$ cat config.mk
export PLATFORM = sky130hd
export DESIGN_NAME = relative_timer_table_top
export DESIGN_NICKNAME = d
export VERILOG_FILES = /design/src/sv/rtt_pkg.sv /design/src/sv/relative_timer_table_top.sv
export SDC_FILE = /design/constraint.sdc
export NUM_CORES = 1
export LEC_CHECK = 0
export BUFFER_PORTS_ARGS = -buffer_cell sky130_fd_sc_hd__clkbuf_2
export CAP_MARGIN = 15
export CORE_MARGIN = 4
export CORE_UTILIZATION = 56
export CTS_CLUSTER_SIZE = 14
export DETAILED_ROUTE_END_ITERATION = 10
export PLACE_DENSITY = 0.75
export SETUP_SLACK_MARGIN = 0.15
export SYNTH_ARGS = -nofsm -noshare
export SYNTH_HDL_FRONTEND = slang
export SYNTH_SLANG_ARGS = --single-unit
$ cat constraint.sdc
create_clock -name clk_i -period 5.4 [get_ports clk_i]
set_input_delay 0.27 -clock clk_i [delete_from_list [all_inputs] [get_ports clk_i]]
set_output_delay 0.27 -clock clk_i [all_outputs]
set_load 0.005 [all_outputs]
$ cat src/sv/rtt_pkg.sv
`timescale 1ns / 1ps

package rtt_pkg;

  // Default table size and time width
  localparam int unsigned SLOTS_DEF     = 16;
  localparam int unsigned TIME_BITS_DEF = 32;

  // Stream word widths
  localparam int unsigned IN_TDATA_W  = 72;  // period_us, periodic, elapsed_us, zero fill
  localparam int unsigned OUT_TDATA_W = 8;   // handle, zero fill
  localparam int unsigned HANDLE_W    = 4;
  localparam int unsigned KIND_W      = 2;

  // Input action codes
  localparam logic ACT_ADD    = 1'b0;
  localparam logic ACT_ELAPSE = 1'b1;

  typedef enum logic [KIND_W-1:0] {
    KIND_ADDED   = 2'd0,
    KIND_FULL    = 2'd1,
    KIND_EXPIRED = 2'd2,
    KIND_NONE    = 2'd3
  } rtt_kind_e;

  typedef enum logic [2:0] {
    ST_IDLE,
    ST_ADD,
    ST_SUB,
    ST_NONE,
    ST_PICK,
    ST_EMIT,
    ST_RELOAD
  } rtt_state_e;

endpackage

$ cat src/sv/relative_timer_table_top.sv
`timescale 1ns / 1ps

// Relative timer table: SLOTS software timers kept as signed remaining times in microseconds.
//
// Input stream (s_axis): tuser selects the action (add a timer or report elapsed time),
// tdata carries period_us, periodic and elapsed_us. Output stream (m_axis): tuser is the
// result kind, tdata the slot handle, tlast marks the final word for one input word.
//
// The block takes one input word at a time; s_axis_tready_o is high only while the
// sequencer is idle. Remaining times, periods and periodic flags live in one memory with
// a single registered read port, and every scanning pass walks it one slot per cycle.
//   add:      a scan of the live flags for the lowest free slot, then the accept.
//   elapse:   a pass to subtract, then for each expired timer a pass to find the most
//             overdue one and a step to emit it, then a pass to reload periodic timers
//             and free one-shot ones; when nothing expired, a single none result and
//             no reload pass.
// A result sits in an output register, so the next input word is taken while the last
// result of the previous one still waits. If the receiver stalls, the sequencer holds
// before loading the next result and resumes when the output register frees up.
// Reset: all slots free, output empty, sequencer idle; timer memory contents are not
// cleared, since a slot's read data is only used once it has been written by an add.
module relative_timer_table_top
  import rtt_pkg::*;
#(
  parameter int unsigned SLOTS     = SLOTS_DEF,
  parameter int unsigned TIME_BITS = TIME_BITS_DEF
) (
  input  logic                   clk_i,
  input  logic                   rst_ni,
  input  logic                   s_axis_tvalid_i,
  output logic                   s_axis_tready_o,
  // [31:0] period_us, [32] periodic, [64:33] elapsed_us, [71:65] zero
  input  logic [IN_TDATA_W-1:0]  s_axis_tdata_i,
  // [0] action
  input  logic                   s_axis_tuser_i,
  output logic                   m_axis_tvalid_o,
  input  logic                   m_axis_tready_i,
  // [3:0] handle, [7:4] zero
  output logic [OUT_TDATA_W-1:0] m_axis_tdata_o,
  // [1:0] kind
  output logic [KIND_W-1:0]      m_axis_tuser_o,
  output logic                   m_axis_tlast_o
);

  localparam int unsigned IW   = (SLOTS > 1) ? $clog2(SLOTS) : 1;
  localparam int unsigned CW   = $clog2(SLOTS + 1);
  localparam int unsigned RW   = TIME_BITS + 1;
  localparam logic [IW-1:0] LAST_IDX = IW'(SLOTS - 1);
  // Largest time value that fits, seen as a 32-bit input
  localparam logic [31:0] TOP32 = (TIME_BITS >= 32) ? 32'hFFFF_FFFF
                                                    : 32'((64'd1 << TIME_BITS) - 64'd1);

  // Control state
  rtt_state_e            state_q, state_d;
  logic [SLOTS-1:0]      live_q, live_d;
  logic [SLOTS-1:0]      pend_q, pend_d;
  logic [CW-1:0]         cnt_q, cnt_d;
  logic [IW-1:0]         scan_idx_q, scan_idx_d;
  logic                  issue_q, issue_d;
  logic [IW-1:0]         rd_idx_q, rd_idx_d;
  logic                  rd_vld_q, rd_vld_d;
  logic                  best_vld_q, best_vld_d;
  logic                  out_vld_q, out_vld_d;

  // Payload registers
  logic                  act_q, act_d;
  logic [TIME_BITS-1:0]  per_in_q, per_in_d;
  logic                  rep_in_q, rep_in_d;
  logic [TIME_BITS-1:0]  elap_q, elap_d;
  logic [IW-1:0]         best_q, best_d;
  logic signed [RW-1:0]  best_rem_q, best_rem_d;
  rtt_kind_e             out_kind_q, out_kind_d;
  logic [HANDLE_W-1:0]   out_handle_q, out_handle_d;
  logic                  out_last_q, out_last_d;

  // Slot memory and its registered read data
  logic signed [RW-1:0]  rem_mem [SLOTS];
  logic [TIME_BITS-1:0]  per_mem [SLOTS];
  logic                  rep_mem [SLOTS];
  logic signed [RW-1:0]  rd_rem_q;
  logic [TIME_BITS-1:0]  rd_per_q;
  logic                  rd_rep_q;

  logic                  rem_we, cfg_we;
  logic [IW-1:0]         mem_wa;
  logic signed [RW-1:0]  rem_wd;

  logic                  in_acc;
  logic                  out_free;
  logic                  scan_end;
  logic                  rd_expired;
  logic signed [RW-1:0]  diff;
  logic [31:0]           per_clamp, elap_clamp;

  assign s_axis_tready_o = (state_q == ST_IDLE);
  assign in_acc   = s_axis_tvalid_i && s_axis_tready_o;
  assign out_free = !out_vld_q || m_axis_tready_i;
  assign scan_end = rd_vld_q && (rd_idx_q == LAST_IDX);

  // Saturate wide inputs to the time range
  assign per_clamp  = (s_axis_tdata_i[31:0] > TOP32) ? TOP32 : s_axis_tdata_i[31:0];
  assign elap_clamp = (s_axis_tdata_i[64:33] > TOP32) ? TOP32 : s_axis_tdata_i[64:33];

  // The subtractor and the expiry test on the read slot
  assign diff       = rd_rem_q - $signed({1'b0, elap_q});
  assign rd_expired = rd_rem_q[RW-1] || (rd_rem_q == '0);

  always_comb begin
    state_d      = state_q;
    live_d       = live_q;
    pend_d       = pend_q;
    cnt_d        = cnt_q;
    scan_idx_d   = scan_idx_q;
    issue_d      = issue_q;
    rd_idx_d     = rd_idx_q;
    rd_vld_d     = 1'b0;
    best_vld_d   = best_vld_q;
    best_d       = best_q;
    best_rem_d   = best_rem_q;
    act_d        = act_q;
    per_in_d     = per_in_q;
    rep_in_d     = rep_in_q;
    elap_d       = elap_q;
    out_kind_d   = out_kind_q;
    out_handle_d = out_handle_q;
    out_last_d   = out_last_q;
    out_vld_d    = out_vld_q && !m_axis_tready_i;
    rem_we       = 1'b0;
    cfg_we       = 1'b0;
    mem_wa       = rd_idx_q;
    rem_wd       = diff;

    // Walk the slot memory one address per cycle in the scanning passes
    if ((state_q == ST_SUB || state_q == ST_PICK || state_q == ST_RELOAD) && issue_q) begin
      rd_vld_d = 1'b1;
      rd_idx_d = scan_idx_q;
      if (scan_idx_q == LAST_IDX) begin
        issue_d = 1'b0;
      end else begin
        scan_idx_d = scan_idx_q + 1'b1;
      end
    end

    unique case (state_q)
      ST_IDLE: begin
        if (in_acc) begin
          act_d      = s_axis_tuser_i;
          per_in_d   = TIME_BITS'(per_clamp);
          rep_in_d   = s_axis_tdata_i[32];
          elap_d     = TIME_BITS'(elap_clamp);
          scan_idx_d = '0;
          issue_d    = 1'b1;
          cnt_d      = '0;
          pend_d     = '0;
          state_d    = (s_axis_tuser_i == ACT_ADD) ? ST_ADD : ST_SUB;
        end
      end

      ST_ADD: begin
        // Lowest free slot, one slot a cycle; once found, waits while the output is busy
        if (!live_q[scan_idx_q]) begin
          if (out_free) begin
            mem_wa       = scan_idx_q;
            rem_wd       = $signed({1'b0, per_in_q});
            rem_we       = 1'b1;
            cfg_we       = 1'b1;
            live_d[scan_idx_q] = 1'b1;
            out_vld_d    = 1'b1;
            out_kind_d   = KIND_ADDED;
            out_handle_d = HANDLE_W'(scan_idx_q);
            out_last_d   = 1'b1;
            state_d      = ST_IDLE;
          end
        end else if (scan_idx_q == LAST_IDX) begin
          if (out_free) begin
            out_vld_d    = 1'b1;
            out_kind_d   = KIND_FULL;
            out_handle_d = '0;
            out_last_d   = 1'b1;
            state_d      = ST_IDLE;
          end
        end else begin
          scan_idx_d = scan_idx_q + 1'b1;
        end
      end

      ST_SUB: begin
        // Subtract the elapsed time from each live slot and mark the expired ones
        if (rd_vld_q && live_q[rd_idx_q]) begin
          rem_we = 1'b1;
          if (diff[RW-1] || (diff == '0)) begin
            pend_d[rd_idx_q] = 1'b1;
            cnt_d            = cnt_q + 1'b1;
          end
        end
        if (scan_end) begin
          scan_idx_d = '0;
          issue_d    = 1'b1;
          best_vld_d = 1'b0;
          state_d    = (cnt_d == '0) ? ST_NONE : ST_PICK;
        end
      end

      ST_NONE: begin
        if (out_free) begin
          out_vld_d    = 1'b1;
          out_kind_d   = KIND_NONE;
          out_handle_d = '0;
          out_last_d   = 1'b1;
          state_d      = ST_IDLE;
        end
      end

      ST_PICK: begin
        // Keep the most overdue pending slot; strict compare leaves ties on the lower slot
        if (rd_vld_q && pend_q[rd_idx_q] && (!best_vld_q || (rd_rem_q < best_rem_q))) begin
          best_vld_d = 1'b1;
          best_d     = rd_idx_q;
          best_rem_d = rd_rem_q;
        end
        if (scan_end) begin
          state_d = ST_EMIT;
        end
      end

      ST_EMIT: begin
        if (out_free) begin
          out_vld_d      = 1'b1;
          out_kind_d     = KIND_EXPIRED;
          out_handle_d   = HANDLE_W'(best_q);
          out_last_d     = (cnt_q == CW'(1));
          pend_d[best_q] = 1'b0;
          cnt_d          = cnt_q - 1'b1;
          scan_idx_d     = '0;
          issue_d        = 1'b1;
          best_vld_d     = 1'b0;
          state_d        = (cnt_q == CW'(1)) ? ST_RELOAD : ST_PICK;
        end
      end

      ST_RELOAD: begin
        // Rearm periodic timers, free one-shot ones
        if (rd_vld_q && live_q[rd_idx_q] && rd_expired) begin
          if (rd_rep_q) begin
            rem_we = 1'b1;
            rem_wd = $signed({1'b0, rd_per_q});
          end else begin
            live_d[rd_idx_q] = 1'b0;
          end
        end
        if (scan_end) begin
          state_d = ST_IDLE;
        end
      end

      default: begin
        state_d = ST_IDLE;
      end
    endcase
  end

  always_ff @(posedge clk_i or negedge rst_ni) begin
    if (!rst_ni) begin
      state_q    <= ST_IDLE;
      live_q     <= '0;
      pend_q     <= '0;
      cnt_q      <= '0;
      scan_idx_q <= '0;
      issue_q    <= 1'b0;
      rd_idx_q   <= '0;
      rd_vld_q   <= 1'b0;
      best_vld_q <= 1'b0;
      out_vld_q  <= 1'b0;
    end else begin
      state_q    <= state_d;
      live_q     <= live_d;
      pend_q     <= pend_d;
      cnt_q      <= cnt_d;
      scan_idx_q <= scan_idx_d;
      issue_q    <= issue_d;
      rd_idx_q   <= rd_idx_d;
      rd_vld_q   <= rd_vld_d;
      best_vld_q <= best_vld_d;
      out_vld_q  <= out_vld_d;
    end
  end

  always_ff @(posedge clk_i) begin
    act_q        <= act_d;
    per_in_q     <= per_in_d;
    rep_in_q     <= rep_in_d;
    elap_q       <= elap_d;
    best_q       <= best_d;
    best_rem_q   <= best_rem_d;
    out_kind_q   <= out_kind_d;
    out_handle_q <= out_handle_d;
    out_last_q   <= out_last_d;
  end

  // Slot memory: one write port, one registered read port
  always_ff @(posedge clk_i) begin
    if (rem_we) begin
      rem_mem[mem_wa] <= rem_wd;
    end
    if (cfg_we) begin
      per_mem[mem_wa] <= per_in_q;
      rep_mem[mem_wa] <= rep_in_q;
    end
    rd_rem_q <= rem_mem[scan_idx_q];
    rd_per_q <= per_mem[scan_idx_q];
    rd_rep_q <= rep_mem[scan_idx_q];
  end

  assign m_axis_tvalid_o = out_vld_q;
  assign m_axis_tdata_o  = OUT_TDATA_W'(out_handle_q);
  assign m_axis_tuser_o  = out_kind_q;
  assign m_axis_tlast_o  = out_last_q;

`ifndef ASSERT_OFF
  // Pending count tracks the pending flags while expired timers are handed out
  a_cnt_matches: assert property (@(posedge clk_i) disable iff (!rst_ni)
    (state_q == ST_PICK || state_q == ST_EMIT) |-> (cnt_q == $countones(pend_q)))
    else $error("pending count out of step with pending flags");

  // The slot about to be emitted is a pending, live timer
  a_emit_valid: assert property (@(posedge clk_i) disable iff (!rst_ni)
    (state_q == ST_EMIT) |-> (best_vld_q && pend_q[best_q] && live_q[best_q]))
    else $error("emit without a pending live slot");

  // A granted add leaves its slot live
  a_add_live: assert property (@(posedge clk_i) disable iff (!rst_ni)
    (state_q == ST_ADD && cfg_we) |=> live_q[$past(scan_idx_q)])
    else $error("added slot not live");

  // Only expired results may be followed by more words of the same input
  a_single_last: assert property (@(posedge clk_i) disable iff (!rst_ni)
    (m_axis_tvalid_o && (m_axis_tuser_o != KIND_EXPIRED)) |-> m_axis_tlast_o)
    else $error("single result without last marker");
`endif

endmodule
# After elaboration in Yosys (flattened, before gate mapping)
# Memory sizes are Yosys's and may differ from the RTL's. A register that Yosys moved wholly into a read port is not among the register bits.
# Cells that the tools add are included.
# totals
reg_bits	161
ramBits	1056
output_inout_bits	13
word_cells	204
mem_count	3
# memory_table
name	words	width	rd	rd_clocked_by_memory_dff	wr	line	source
rem_mem	16	33	1	1	1	relative_timer_table_top.sv:77	logic signed [RW-1:0] rem_mem [SLOTS];
per_mem	16	32	1	1	1	relative_timer_table_top.sv:78	logic [TIME_BITS-1:0] per_mem [SLOTS];
rep_mem	16	1	1	1	1	relative_timer_table_top.sv:79	logic rep_mem [SLOTS];
# classes
add_sub_neg	4
magnitude_cmp	9
n_eq_ne	25
n_mux	100
bitwise	6
n_reduce_logical	39
# ops
operator	count
two-way mux 33 bit	4
two-way mux 16 bit	8
logical NOT 33 bit	2
one-hot mux 33 bit (2 select lines)	1
greater-than comparator 32 bit, second input constant	2
two-way mux 4 bit	15
one-hot mux 16 bit (3 select lines)	1
< comparator 33 bit	1
subtractor 33 bit	1
AND 16 bit	2
two-way mux 1 bit	32
NOT 16 bit	2
bitwise OR 16 bit	2
one-hot mux 16 bit (2 select lines)	1
two-way mux 3 bit	9
two-way mux 5 bit	5
one-hot mux 3 bit (7 select lines)	1
two-way mux 2 bit	8
inequality test 2 bit, second input constant	8
one-hot mux 4 bit (4 select lines)	1
< comparator 4 x 5 -> 1 bit, second input constant	3
one-hot mux 5 bit (3 select lines)	1
binary-select mux 1 bit (select 4 bit)	3
demux 1 bit (select 4 bit)	3
28 further kinds	67

# Logic depth before layout (Yosys ltp)
# Gate-level depths: netlist (run 1).
# logic_depth
word_depth	10
ltp_mapped	16
depth_no_buf	14

# Least setup slack after synthesis (run 1)
# No wires, ideal clock.
# synth_path
kind	reg2reg
from	reg scan_idx_q[0]
to	mem per_mem[0][0] in the netlist's numbering (enable)
setup_time_ps	464
arrival_ps	5038
required_time_ps	4936
slack_ps	-103
path_stages_with_launch	9
path_buffers	2
period_less_slack_ps	5503
cell_sequence	dfrtp_1 buf_1 mux4_2 mux4_2 buf_2 nor2_2 nand2_1 or3_1 nor3_1
# synth_via
elab_chain_cells	6
# synth_lines
element	line	source
from (decl)	relative_timer_table_top.sv:58	logic [IW-1:0] scan_idx_q, scan_idx_d;
from (signal assigned)	relative_timer_table_top.sv:279	scan_idx_q <= scan_idx_d;
binary-select mux 1 bit (select 4 bit)	relative_timer_table_top.sv:161	if (!live_q[scan_idx_q]) begin
two-way mux 1 bit (not written as such)	relative_timer_table_top.sv:161	
two-way mux 1 bit	relative_timer_table_top.sv:161	
two-way mux 1 bit	relative_timer_table_top.sv:144	unique case (state_q)
two-way mux 1 bit	relative_timer_table_top.sv:305	if (cfg_we) begin
two-way mux 1 bit (not written as such)	relative_timer_table_top.sv:306	per_mem[mem_wa] <= per_in_q;
to (decl)	relative_timer_table_top.sv:78	
# Several ways; a longest one is shown, not always the timed one. The select of a mux whose other input is x is not followed.

# Final worst setup path (run 1)
# layout_path
from	reg scan_idx_q[1]
to	mem rem_mem[3][0] in the netlist's numbering (enable)
# layout_via
elab_chain_cells	6
# layout_lines
element	line	source
binary-select mux 1 bit (select 4 bit)	relative_timer_table_top.sv:161	
two-way mux 1 bit (not written as such)	relative_timer_table_top.sv:161	
two-way mux 1 bit	relative_timer_table_top.sv:161	
one-hot mux 1 bit (3 select lines)	relative_timer_table_top.sv:144	
two-way mux 1 bit	relative_timer_table_top.sv:302	if (rem_we) begin
two-way mux 1 bit (not written as such)	relative_timer_table_top.sv:303	rem_mem[mem_wa] <= rem_wd;
to (decl)	relative_timer_table_top.sv:77	
# Several ways; a longest one is shown, not always the timed one. The select of a mux whose other input is x is not followed.

==> impl.org, run 1 <==
** STA
- Slew margin rel. :: 0.236
- Final setup TNS :: 0 ps
- Share of the clock period used by the worst path after layout :: 0.840
- Setup violations remaining at the end of the flow were counted as 0.
- Minimum period implied by the final worst setup slack :: around 4500 ps
- Setup repair after global routing left no endpoint under its margin.
- The number of slew-limit violations in the final report is 0.
- Final clock skew :: 25.9 ps
- Final Hold Viols :: 0
- Max frequency :: around 220 MHz
- Slew at the pin with the worst max-slew slack :: 1140 ps

** Floorplanning
- The core region is between 0.09 and 0.1 sq mm.
- For this configuration, the core starts out at a cell density of 0.568.
- 90 I/O pins were placed.
- Floorplan row count :: 110
- Full die area :: 0.0969 sq mm
- Measured along the y axis, the die boundary spans 311 um.
- Die Span X :: 311 um

** Critical path
- STA classifies the critical path startpoint as a flop.
- Worst reg2reg path startpoint :: scan_idx_q[1]$_DFF_PN0_
- Counting cells, the worst reg-to-reg path comes to 9.
- For the worst setup path, the data required time is 5800 ps.
- In this run the worst path has a maximum fanout of 37.
- The worst setup path is captured at a flop.
- In this run the critical register-to-register path is captured at rem_mem[3][0]$_DFFE_PP_.
- Setup slack on the worst reg-to-reg path comes out at 860 ps.
- For the worst setup path, the data arrival time is 4930 ps.
- The worst setup path is of the reg -> reg kind.

** Logic synthesis
- Counting distinct cell types in the post-synthesis netlist gives 73.
- The Yosys step of the flow raised 0 warnings.
- Each instance of the synthesized netlist takes up on average 19.4 sq um.
- After synthesis the netlist holds a flip-flop and latch count of about 1,300.
- Share of flip-flops with an asynchronous set or reset after synthesis :: 0.0405
- Counting flops with a built-in enable in the synthesized netlist gives about 1,200.
- In the synthesized netlist the dominant register cell turns out to be edfxtp_1.
- Sequential fraction of the synthesis area :: 0.730
- Synthesized netlist cell count :: 2,653
- The synthesized netlist occupies a cell area of 0.0515 sq mm.

** Global routing
- Entering global routing, the biggest net connects ~110 pins.
- Overall overflow remaining after global route :: 0
- Initial antenna violation count :: 1
- The first global-routing pass estimated roughly 190 mm of wire.
- GRT Util Overall :: 0.259
- The number of global-route vias before repair came to 27,637.

** Pwr
- The worst-case IR drop observed on VDD is about 540 uV.
- In this run the static leakage power is a little under 20 nW.
- Pwr/cell area :: between 500 and 600 mW/mm^2

** Layout
- Final standard cell utilization of the core :: 0.647
- Leaving out fill and tap cells, the most frequent cell in the layout is edfxtp_1.
- After the last flow step, the layout net total stands at 3,030.
- Share of cells above drive strength 1 :: 0.249
- The finished cells cover 0.0587 sq mm.
- FILL cells :: 5,817
- Commonest non-fill, non-tap cells in the layout :: 1,165 x edfxtp_1, 345 x mux4_2, 123 x clkbuf_16
- From synthesis to final layout, the design area changed by 14.0%.

** Min path
- Count of cells along the worst hold path :: 4
- The startpoint identified for the worst hold timing path is s_axis_tvalid_i.
- Hold Path End :: state_q[1]$_DFFE_PN0P_
- Class of the tightest hold or removal check :: in -> reg

** Clock tree
- In this run, CTS created clock tree buffers numbering 121.
- TritonCTS built the clock tree.
- In this run the deepest clock path goes through 3 buffers.
- Once the clock tree was built, the setup fixing pass inserted 0 buffers.
- Root buffer cell :: clkbuf_16
- The H-tree was split into 3 levels.
- Number of clock sinks :: 1,283
- Worst skew pair latency :: roughly 700 ps
- Clk slew on worst S/H paths :: approximately 60 ps

** Place
- Routability-driven placement finished with a final weighted congestion of between 0.8 and 0.9.
- Detailed Place HPWL :: 69.8 mm
- Buffers placed on the I/O ports in this run total 78.
- The placed instances occupy a cell area of around 0.054 sq mm.

** Flow run
- Count of max-cap constraint violations :: 0

** Outcome
- Status :: completed

** Route
- The detail route stage leaves a number of antenna-violating nets equal to 0.
- For this block, the via count after detailed routing is 27,422.
- Initial DRT Pass Iterations :: 7
- For this run, design rule violations remaining after detail routing come to 0.
- In the final routed layout, each cell accounts on average for 29.9 um.
- Average via count per standard cell :: 6.58
- The final layout contains routed wiring with a total length of 125 mm.
- For this block, the initial DRC count from the detailed router was 3,382.
[worst max-delay path, stage by stage, from the launching register on]
cell and delay, ps:
dfrtp_4 800, mux4_2 420, mux4_2 600, nor2_2 140
nand2_1 220, or3_1 570, o21ai_0 150, nand2_1 260
nor2_4 730, buf_12 270
[cell families (layout without fill, tap and decap cells)]
kind of cell,count (synthesis),in the layout,share of synthesized area
other,1,6,0.0000728
XOR/XNOR,25,25,0.00425
adder cells (fa/ha/maj),72,72,0.0176
AND/OR/NAND/NOR,366,366,0.0345
flip-flops,1283,1283,0.730
AO/OA/AOI/OAI,335,335,0.0441
multiplexers,358,358,0.153
buffers and inverters,213,544,0.0161
[final cells by class]
cell class              count  area [sq um]  area share
inverters                  83           312     0.00530
well taps                1176          1470      0.0251
diodes                      2          5.00   0.0000852
repair buffers            232          1920      0.0327
flip-flops and latches   1283         37600       0.641
multi-input cells        1160         13400       0.228
clock buffers             174          3480      0.0592
clock inverters            55           539     0.00918
[synthesized netlist by cell type (all sizes together), types with 27 or more instances]
library cell | instances | share of area
edfxtp | 1165 | 0.68
mux4 | 345 | 0.15
nand2 | 101 | 0.0074
nor2 | 97 | 0.0071
clkbuf | 91 | 0.0066
inv | 83 | 0.0060
o21ai | 79 | 0.0077
ha | 71 | 0.017
a21oi | 68 | 0.0066
dfxtp | 66 | 0.026
dfrtp | 52 | 0.025
buf | 39 | 0.0034
a21o | 33 | 0.0048
nor3 | 27 | 0.0026
[how the worst max path moves through the flow]
stage,from,to,slack [ps],cells past startpoint
final,scan_idx_q[1]$_DFF_PN0_,rem_mem[3][0]$_DFFE_PP_,860,9
after global placement,scan_idx_q[1]$_DFF_PN0_,rem_mem[0][3]$_DFFE_PP_,1020,9
after floorplan,scan_idx_q[0]$_DFF_PN0_,rem_mem[0][0]$_DFFE_PP_,600,10
after CTS,scan_idx_q[1]$_DFF_PN0_,rem_mem[1][0]$_DFFE_PP_,920,9
after detailed placement,scan_idx_q[1]$_DFF_PN0_,rem_mem[1][4]$_DFFE_PP_,960,9
after global routing,scan_idx_q[1]$_DFF_PN0_,rem_mem[1][0]$_DFFE_PP_,730,9
[timing repair]
action	4_1_cts	5_1_grt
hold endpoints to repair	119	0
resized for setup	0	0
hold buffers	68	0
[sequential cells by signal (all words and copies together) (netlist names), 2 cells and up]
register        flops
pend_q             16
rep_mem            16
cnt_q               5
out_handle_q        4
rd_per_q           32
scan_idx_q          4
elap_q             32
m_axis_tuser_o      2
state_q             3
best_rem_q         33
live_q             16
rem_mem           528
rd_rem_q           33
best_q              4
per_in_q           32
per_mem           512
rd_idx_q            4
[layer usage]
layer	global-route usage	vias to the layer above	share of wire
met2	0.413	1545	0.48
li1	-	11374	-
met1	0.372	14288	0.39
met5	0	-	0
met4	0.0758	0	0.029
met3	0.0488	215	0.094
[metrics by stage]
stage	hold WS, ps	cells	worst slack [ps]	power, mW
final	199	4165	864	33.2
after global routing	233	4163	726	34.6
after CTS	143	4159	923	33.2
after detailed placement	440	3862	963	24.7
after global placement	425	3862	1020	24.2
after floorplan	-25.6	2656	602	21.0
[report_power, final]
part	leakage, nW	total, mW	switching (mW)	internal, mW
clock network	1.98	8.48	3.58	4.90
registers	11.7	14.6	0.819	13.8
logic	5.64	10.2	6.29	3.89
total	19.4	33.2	10.7	22.5
Power figures use the tool's default switching activity.
==> inputs of run 2 (changes only) <==
Clock period 5.4 ns to 3.64 ns, I/O delays scaled along.
==> run 2 against run 1 <==
Net effect:
- the flow now finishes with violations (setup timing)
- clock-buffer cell count is 7 higher
- non-clock buffer count is 172 higher
- power is 57% higher
- critical path depth is 5 higher
- worst setup slack worse by 930 ps
- via count is 3.7% higher
- final cell count is 4.2% higher
- die area stayed put
- critical path type unchanged
- critical endpoint is now cnt_q[2]$_DFFE_PN0P_
- largest power group unchanged
==> impl.org, run 2 (same netlist as run 1, synthesis figures left out) <==
** Outcome
- The flow ran to the end, but the final reports show violations.
- The final reports fail on setup timing.

** Layout
- P&R area growth vs syn :: 18.7%
- The register with the most flip-flops in the final layout is rem_mem.
- Of the cells placed in the final design, the portion with a size suffix greater than 1 is 0.308.
- The top cell types in the final layout, fill and taps aside, are 1,165 x edfxtp_1, 345 x mux4_2, 183 x buf_4.
- Counting the fill cells in the layout gives 5,582.
- Fin nets :: 3,202
- The largest registers in the layout are rem_mem: 528 flops, per_mem: 512 flops.
- The library cell used most frequently in the layout, excluding fill and tap cells, is edfxtp_1.
- The register with the most flip-flops in the layout has 528 of them.

** Clock tree
- The tree is rooted in a clkbuf_16.
- Clock-pin slew was measured on the worst setup and hold paths at roughly 60 ps.
- Worst skew pair latency :: 710 ps
- TritonCTS built the clock tree.
- TritonCTS Buffers :: about 120
- No sink is reached through more buffers than the 3 on the longest clock path.
- The tree built by TritonCTS fans out to 1,283 sinks.
- CTS built an H-tree with a depth of 3.

** Critical path
- By instance count, the cell type seen most on the critical path is a31o_1.
- Classification of the worst setup path :: reg -> reg
- At the worst endpoint, the required time is ~4300 ps.
- The critical path goes through inv_1 -> ha_1 -> a21o_1 -> a31o_1 -> buf_4 -> a31o_1 -> or3_4 -> a2111o_1 -> nor4_2 -> and4b_2 -> a31oi_4 -> buf_12 -> or4_4 -> nand3_2.
- For this design, the slowest cell found on the critical path is or4_4.
- Startpoint kind of the worst setup timing path :: flop
- Grouping stages by cell kind, the critical path spends the most delay in simple AND/OR/NAND/NOR gates.
- Endpoint class of the critical path :: flop
- Arrival @ worst endpoint :: 4350 ps
- For this run, the slowest stage of the critical path takes roughly 480 ps.
- Of all nets on the critical path, the largest fanout is 11.
- Critical path buffers and inverters :: 3

** Route
- Number of design rule violations left after detail routing :: 0
- Detailed routing inserted a total of 28,432 vias.
- The count of nets left with antenna violations once routing finished came out at 0.
- The first routing iteration left 3,984 violations.
- Total length of routed wires :: roughly 130 mm
- The first detailed-routing pass ran for 9 iterations.
- After detailed routing, the number of vias per cell comes to 6.55.
- WL/cell :: 30.6 um

** STA
- Unrepaired setup endpoints after global routing :: yes
- Final clock skew :: about 28 ps
- Max frequency :: approximately 270 MHz
- At the pin with the least slew margin, the transition time is 1160 ps.
- Post-route worst hold slack :: 68.5 ps
- The worst pin sits at a relative slew slack of 0.224.
- Setup violations remaining at the end of the flow were counted as 4.
- Share of the clock period used by the worst path after layout :: 1.02
- Final setup TNS :: -103 ps
- Minimum period implied by the final worst setup slack :: 3710 ps
- The number of failing hold endpoints at the final stage came to 0.
- The number of slew-limit violations in the final report is 0.
- Across all setup checks in the final design, the least slack found is -65.2 ps.

** Place
- Number of buffers added on ports :: 78
- The congestion estimate from routability-driven global placement came to between 0.9 and 1.
- Detailed Place HPWL :: 76.8 mm

** Flow run
- Max-cap violations in this run came to 0.

** Global routing
- The number of global-route vias before repair came to approximately 29,000.
- For this run, global-route usage on met3 was measured as 0.0383.
- Summed over all layers, the global routing overflow is 0.
- Initial antenna violation count :: 3
- In the global route stage, met2 resource usage came out at 0.438.
- Wire length of the first global-routing pass :: 195 mm
- GRT Util Overall :: 0.273
- Most crowded layer after global routing :: met2
- Entering global routing, the biggest net connects 134 pins.
- For this run, global-route usage on met1 was measured as 0.401.

** Pwr
- Total power :: between 50 and 60 mW
- Pwr/cell area :: approximately 850 mW/mm^2
- Leak :: around 20 nW
- IR analysis of the VDD net gives a maximum drop of 908 uV.

** Floorplanning
- In this run the core area contains 110 standard-cell rows.
- Die Span X :: approximately 310 um
- Measured along the y axis, the die boundary spans just over 300 um.
- I/O pin total :: 90
- The initial utilization of the core area, before any placement, comes to 0.568.
- Area of the core :: 0.0907 sq mm
- Full die area :: between 0.09 and 0.1 sq mm

** Min path
- Class of the tightest hold or removal check :: in -> reg
[run 2: final timing paths]
path	startpoint	endpoint	slack, ps	depth (start not counted)
setup / recovery	elap_q[8]$_DFFE_PP_	cnt_q[2]$_DFFE_PN0P_	-70	14
hold / removal	s_axis_tvalid_i	per_in_q[0]$_DFFE_PP_	70	2
setup reg to reg	elap_q[8]$_DFFE_PP_	cnt_q[2]$_DFFE_PN0P_	-70	14
hold reg to reg	pend_q[12]$_DFFE_PN0P_	pend_q[12]$_DFFE_PN0P_	490	1
max in group asynchronous	rst_ni	scan_idx_q[1]$_DFF_PN0_	2920	3
min in group asynchronous	rst_ni	pend_q[0]$_DFFE_PN0P_	160	3
[run 2: per-stage QoR]
step                      setup slack (ps)  instances  utilization  area [sq um]
after floorplan                       -114       2656            -         51800
after global placement                -149       4015        0.614         55700
after detailed placement              -194       4015        0.614         55700
after CTS                            -43.0       4326        0.669         60700
after global routing                  -173       4337        0.674         61100
final                                -65.2       4338        0.674         61100
[run 2: timing repair]
| action | CTS | global route |
|---|---|---|
| cloned | 1 | 5 |
| gates resized for setup | 42 | 45 |
| endpoints found under the setup margin | 392 | 283 |
| setup buffers | 11 | 6 |
| hold buffers | 68 | 0 |
| endpoints found under the hold margin | 120 | 0 |
| pin swaps | 18 | 13 |
[run 2: final cells by class]
| cell class | instances | area [sq um] | area share |
|---|---|---|---|
| inverter | 83 | 312 | 0.00510 |
| multi-input combinational | 1160 | 13800 | 0.226 |
| clock inverter | 50 | 624 | 0.0102 |
| timing repair buffer | 404 | 3890 | 0.0637 |
| clock buffer | 181 | 3400 | 0.0557 |
| sequential | 1283 | 37600 | 0.615 |
| antenna | 1 | 2.50 | 0.0000409 |
| tap | 1176 | 1470 | 0.0241 |
[run 2: power breakdown]
part | internal [mW] | total (mW) | switching [mW]
Sequential | 20.4 | 21.5 | 1.10
Combinational | 7.39 | 17.9 | 10.5
Clock | 7.39 | 12.8 | 5.37
Total | 35.2 | 52.2 | 17.0
[run 2: metal layers]
| metal | share of wire | routed length [um] |
|---|---|---|
| met1 | 0.39 | 52500 |
| met2 | 0.49 | 65200 |
| met3 | 0.088 | 11600 |
| met4 | 0.027 | 3570 |
| met5 | 0 | 0 |
